## config.mk

```make
export PLATFORM = sky130hd
export DESIGN_NAME = ett_cell
export DESIGN_NICKNAME = d
export VERILOG_FILES = /design/src/rtl/core/ett_pkg.sv /design/src/rtl/core/ett_cell.sv
export SDC_FILE = /design/constraint.sdc
export NUM_CORES = 1
export LEC_CHECK = 0
export CORE_AREA = 3 3 253 255
export DETAILED_ROUTE_END_ITERATION = 8
export DIE_AREA = 0 0 256 258
export DONT_BUFFER_PORTS = 1
export GPL_ROUTABILITY_DRIVEN = 0
export MAX_ROUTING_LAYER = met4
export SETUP_SLACK_MARGIN = 0.3
export SYNTH_ARGS = -nofsm -noshare
export SYNTH_HDL_FRONTEND = slang
export SYNTH_SLANG_ARGS = --single-unit
```

## constraint.sdc

```tcl
create_clock -name clk -period 9.92 [get_ports clk]
set_clock_uncertainty 0.05 [all_clocks]
set_input_delay 0.992 -clock clk [delete_from_list [all_inputs] [get_ports clk]]
set_output_delay 0.992 -clock clk [all_outputs]
set_load 0.01 [all_outputs]
```

## src/rtl/core/ett_pkg.sv

```systemverilog
// Shared types and constants of the expiring token table.
`timescale 1ns / 1ps

package ett_pkg;

    // Number of slots in the table, one cell per slot.
    localparam int ENTRIES = 64;

    localparam int KEY_W  = 128;
    localparam int DOC_W  = 128;
    localparam int HALF_W = 64;
    localparam int TIME_W = 32;

    localparam logic [TIME_W-1:0] TIME_MAX = '1;
    localparam logic [TIME_W-1:0] LIFETIME_RESET = TIME_W'(3600);

    typedef enum logic {
        FUNC_CREATE   = 1'b0,
        FUNC_VALIDATE = 1'b1
    } func_t;

    typedef enum logic [1:0] {
        ST_OK     = 2'd0,
        ST_FULL   = 2'd1,
        ST_UNAUTH = 2'd2
    } status_t;

    // A request as it walks along the row of cells. Once done is set the
    // remaining cells pass it on untouched.
    typedef struct packed {
        logic              valid;
        func_t             func;
        logic [KEY_W-1:0]  key;
        logic [DOC_W-1:0]  doc;
        logic [TIME_W-1:0] now;
        logic [TIME_W-1:0] expiry;
        logic              done;
        status_t           status;
    } token_t;

endpackage

```

## src/rtl/core/ett_cell.sv

```systemverilog
// One table slot: holds an entry and acts on the request passing through it.
`timescale 1ns / 1ps

module ett_cell
    import ett_pkg::*;
(
    input  logic   clk,
    input  logic   rst_n,
    input  logic   en,
    input  token_t tok_in,
    output token_t tok_out
);

    logic              active_reg;
    logic [KEY_W-1:0]  key_reg;
    logic [DOC_W-1:0]  doc_reg;
    logic [TIME_W-1:0] expiry_reg;

    logic expired;
    logic live;
    logic take_create;
    logic take_validate;

    always_comb
    begin
        expired       = expiry_reg < tok_in.now;
        live          = tok_in.valid && !tok_in.done;
        take_create   = live && (tok_in.func == FUNC_CREATE) && (!active_reg || expired);
        take_validate = live && (tok_in.func == FUNC_VALIDATE) && active_reg
                        && (key_reg == tok_in.key);

        tok_out = tok_in;
        if (take_create)
        begin
            tok_out.done   = 1'b1;
            tok_out.status = ST_OK;
            tok_out.doc    = '0;
        end
        else if (take_validate)
        begin
            tok_out.done = 1'b1;
            if (expired)
            begin
                tok_out.status = ST_UNAUTH;
                tok_out.doc    = '0;
            end
            else
            begin
                tok_out.status = ST_OK;
                tok_out.doc    = doc_reg;
            end
        end
    end

    always_ff @(posedge clk or negedge rst_n)
    begin
        if (!rst_n)
        begin
            active_reg <= 1'b0;
        end
        else if (en)
        begin
            if (take_create)
            begin
                active_reg <= 1'b1;
            end
            else if (take_validate && expired)
            begin
                active_reg <= 1'b0;
            end
        end
    end

    always_ff @(posedge clk)
    begin
        if (en && take_create)
        begin
            key_reg    <= tok_in.key;
            doc_reg    <= tok_in.doc;
            expiry_reg <= tok_in.expiry;
        end
    end

endmodule

```

# Yosys cells after proc, flatten, opt, wreduce, memory -nomap -nowiden
# Index checks and enable logic that the tools add are counted.
[op_classes]
n_eq_ne = 1
reduce_logical = 13
n_mux = 8
order_cmp = 1
bitwise = 1
[ops]
columns = ["operator", "n"]
rows = [
  ["$mux 128", 3],
  ["$eq 128x128->1", 1],
  ["$lt 32x32->1", 1],
  ["$logic_and 1x1->1", 8],
  ["$mux 3", 2],
  ["$logic_not 1->1", 2],
  ["$mux 1", 2],
  ["$mux 2", 1],
  ["$reduce_and 2->1", 1],
  ["$reduce_bool 2->1", 1],
  ["$logic_or 1x1->1", 1],
  ["$not 1->1", 1],
]
[word_totals]
output_inout_bits = 325
ff_bits = 289
inputBits = 328
word_cells = 28

# Logic depth before layout (Yosys ltp)
[logic_depth]
depth_word = 8
depth_mapped = 11
mapped_depth_nobuf = 9

# Worst setup path after synthesis
# No wires, ideal clock.
[synth_path]
path_type = "input to register"
from = "input tok_in[37] (netlist bit)"
to = "register doc_reg[0] (enable)"
arrival_time_ns = 9.415
setup_ns = 0.685
path_stages = 10
t_required_ns = 9.185
n_path_buf = 1
path_slack_ns = -0.230
cell_sequence = "inv_1 ha_1 a211o_1 a31oi_1 o221ai_1 a21oi_1 o211ai_1 a211oi_1 clkbuf_1 and2_1"
[synth_between]
elab_chain_cells = 4
[synth_lines]
columns = ["item", "line_no", "text"]
rows = [
  ["start, declared", "ett_cell.sv:10", "input token_t tok_in,"],
  ["$lt 32x32->1", "ett_cell.sv:26", "expired = expiry_reg < tok_in.now;"],
  ["$logic_or 1x1->1", "ett_cell.sv:28", "take_create = live && (tok_in.func == FUNC_CREATE) && (!active_reg || expired);"],
  ["$logic_and 1x1->1", "ett_cell.sv:28", ""],
  ["$logic_and 1x1->1", "ett_cell.sv:76", "if (en && take_create)"],
  ["end signal, assigned", "ett_cell.sv:79", "doc_reg <= tok_in.doc;"],
  ["end, declared", "ett_cell.sv:16", "logic [DOC_W-1:0] doc_reg;"],
]
# Every way passes these cells.
# A chain may end at the register's enable or synchronous reset.

==> flow_metrics.env <==
export IMPL_run_status="complete, no violations"
export IMPL_postCtsHoldBufs=0
export IMPL_area_contributors_post_synth="sky130_fd_sc_hd__edfxtp_1, sky130_fd_sc_hd__buf_4, sky130_fd_sc_hd__a21oi_1, sky130_fd_sc_hd__nand3_1, sky130_fd_sc_hd__xnor2_1"
export IMPL_fillers=6498
export IMPL_critPathRequiredTime_ns=8.88
export IMPL_power_leakage_nw=5.087
export IMPL_cts_repair_resized=0
export IMPL_layout_min_cycle_time_ns=5.309
export IMPL_antenna_found_initial=8
export IMPL_p_per_area_nw_per_um2=180.7
export IMPL_placement_io_buffers=0
export IMPL_unrepaired_setup_endpoints_after_global_routing="false"
export IMPL_r2r_end="doc_reg[37]"
export IMPL_worst_slew_pin_slew_ns=1.055
export IMPL_tritoncts_num_buffers=34
export IMPL_core_ar_um2=61830
export IMPL_floorplan_rows=91
export IMPL_syn_inst=1277
export IMPL_crit_reg2reg_launch="expiry_reg[2]"
export IMPL_detail_route_first_pass_iterations=5
export IMPL_tritoncts="done"
export IMPL_design_final_nets=1432
export IMPL_fin_crit_sh=0.5352
export IMPL_path_delay_family="simple AND/OR/NAND/NOR gates"
export IMPL_post_drt_wl_per_cell_um=21.42
export IMPL_startpoint="tok_in[212]"
export IMPL_r2r_setup_slack_ns=5.04
export IMPL_synthesis_warning_total=0
export IMPL_dieWidth_um=256
export IMPL_synth_ff_type="sky130_fd_sc_hd__edfxtp_1"
export IMPL_path_cells="nor2b_1, a2111o_1, nor4_1, nand4_1, or4_4, buf_4, nand2_1, a21oi_1"
export IMPL_layout_drive_gt1_share=0.05834
export IMPL_power_ir_vdd_worst_v=0.0001307
export IMPL_fmax_mhz=188.4
export IMPL_synth_edf_count=288
export IMPL_cap_viol_max_count=0
export IMPL_synth_cell_area_um2=14700
export IMPL_final_antenna_net_count=0
export IMPL_track_usage=0.1235
export IMPL_clkSlewWorstSetupHoldPaths_ns=0.05
export IMPL_ctsLongestPathBuffers=3
export IMPL_report_final_hold_viol_count=0
export IMPL_synth_fp_nets=1636
export IMPL_timing_critical_path_from_type="input pin"
export IMPL_timing_reg2reg_worst_path_depth=11
export IMPL_clock_latency_ns=0.53
export IMPL_mostFrequentLayoutCells="sky130_fd_sc_hd__edfxtp_1, sky130_fd_sc_hd__a21oi_1, sky130_fd_sc_hd__nand2_1, sky130_fd_sc_hd__nand3_1, sky130_fd_sc_hd__xnor2_1"
export IMPL_floorplan_initialDensity=0.2378
export IMPL_first_global_vias=9038
export IMPL_via_per_inst=4.615
export IMPL_critical_path_endpoint_type="output pin"
export IMPL_grt_overflow_total=0
export IMPL_post_cts_repair_setup_buffers=0
export IMPL_postRouteWirelength_um=41660
export IMPL_area_growth_syn_to_layout_pct=3.583
export IMPL_die_height_um=258
export IMPL_synthArstFlopShare=0.003460
export IMPL_synth_seq_cells=289
export IMPL_post_synth_top_area_fraction=0.5882
export IMPL_postPlaceCellArea_um2=14120
export IMPL_remaining_design_rule_violation_count=0
export IMPL_detailroute_via_count=8977
export IMPL_slew_headroom=0.2964
export IMPL_synth_area_leader_cell="sky130_fd_sc_hd__edfxtp_1"
export IMPL_area_of_the_die_um2=66050
export IMPL_grt_pass1_wl_um=59750
export IMPL_io_pins=653
export IMPL_detailed_place_hpwl_um=31390
export IMPL_hold_path_class="in -> async"
export IMPL_final_max_slew_violation_count=0
export IMPL_synth_avg_cell_area_um2=11.51
export IMPL_max_stage_delay_cell_worst_path="sky130_fd_sc_hd__or4_4"
export IMPL_cts_htree_levels=2
export IMPL_finalSetupTns_ns=0
export IMPL_number_of_sinks_handled_by_clock_tree_synthesis=289
export IMPL_crit_path_max_incr_delay_ns=0.82
export IMPL_critPathBufInv=1
export IMPL_netlist_cell_type_count=42
export IMPL_critical_path_peak_fanout=70
export IMPL_largest_net_degree_at_the_start_of_global_routing=147
export IMPL_stdcell_area_um2=15230
export IMPL_seq_area_frac_synth=0.5899
export IMPL_cts_root_buf="sky130_fd_sc_hd__clkbuf_16"
export IMPL_crit_type="in -> out"
export IMPL_setup_viol=0
export IMPL_detailedRoute_firstIterationViolations=737
export IMPL_worst_endpoint_arrival_ns=4.27
export IMPL_most_common_library_cell_in_the_layout_ignoring_fill_and_taps="sky130_fd_sc_hd__edfxtp_1"
-- Yosys cell counts (all sizes together) (3+ instances only) --
cell and count:
xnor2 65, o2111ai 7, o31ai 3, buf 216, inv 63, nand2 134, a21o 5, ha 31
o221ai 4, o22ai 9, a21oi 139, a2111o 13, nor4 14, nand2b 21, edfxtp 288, nor2b 39
xor2 9, nand4 23, clkbuf 35, nand3 133, nor2 5
-- how the worst max path moves through the flow --
stage,to,slack (ns),cells past startpoint
floorplan,doc_reg[0],3.00,10
global placement,doc_reg[87],4.37,12
detailed placement,doc_reg[37],4.30,12
CTS,tok_out[173],4.46,8
global route,tok_out[75],4.39,8
finish,tok_out[173],4.61,8
-- worst reg2reg max path: stages (launching register included) --
cell                       delay [ns]
sky130_fd_sc_hd__edfxtp_1        0.37
sky130_fd_sc_hd__ha_1            0.32
sky130_fd_sc_hd__a211o_1         0.27
sky130_fd_sc_hd__a31oi_1         0.28
sky130_fd_sc_hd__o221ai_1        0.16
sky130_fd_sc_hd__a21oi_1         0.16
sky130_fd_sc_hd__o211ai_1        0.12
sky130_fd_sc_hd__buf_4           0.27
sky130_fd_sc_hd__a211oi_4        0.31
sky130_fd_sc_hd__buf_4           0.61
sky130_fd_sc_hd__and2_4          0.71
sky130_fd_sc_hd__buf_4           0.79
-- metrics by stage --
step / instances / power [mW] / setup slack (ns) / hold WS, ns / util
2_1_floorplan: 1277 / 1.606 / 2.998 / 0.4499 / -
3_3_place_gp: 1874 / 1.560 / 4.375 / 0.5373 / 0.2284
3_5_place_dp: 1874 / 1.564 / 4.304 / 0.5605 / 0.2284
4_1_cts: 1934 / 2.806 / 4.457 / 0.05896 / 0.2459
5_1_grt: 1945 / 2.864 / 4.391 / 0.06410 / 0.2463
6_report: 1945 / 2.752 / 4.611 / 0.1146 / 0.2463
-- layer usage --
layer | track usage | share of wire | vias up | routed length, µm
li1 | - | - | 3962 | -
met1 | 0.1255 | 0.35 | 4369 | 14750
met2 | 0.2059 | 0.50 | 536 | 20680
met3 | 0.04364 | 0.096 | 110 | 3993
met4 | 0.07444 | 0.054 | 0 | 2233
met5 | - | 0 | - | 0
-- cell type report --
cell class	count	area (µm²)	area share
Clock buffer	46	959.7	0.06301
Tap cell	837	1047	0.06876
Inverter	63	236.5	0.01553
Sequential cell	289	8673	0.5695
Clock inverter	14	118.9	0.007805
Multi-Input combinational cell	674	4071	0.2673
Antenna cell	11	27.53	0.001807
Timing Repair Buffer	11	95.09	0.006244
-- power by group --
group | switching [mW] | leakage (nW) | internal (mW)
registers | 0.00655 | 2.62 | 1.37
logic | 0.110 | 1.94 | 0.0509
clock network | 0.486 | 0.531 | 0.729
total | 0.602 | 5.09 | 2.15
-- logic make-up after synthesis --
group	count (synthesis)	synth area share
compound gates	193	0.07906
fa+ha+maj	31	0.02638
xor+xnor	74	0.04408
flops	289	0.5899
buf+inv	314	0.1351
simple gates	376	0.1255
(Power assumes the default switching activity.)
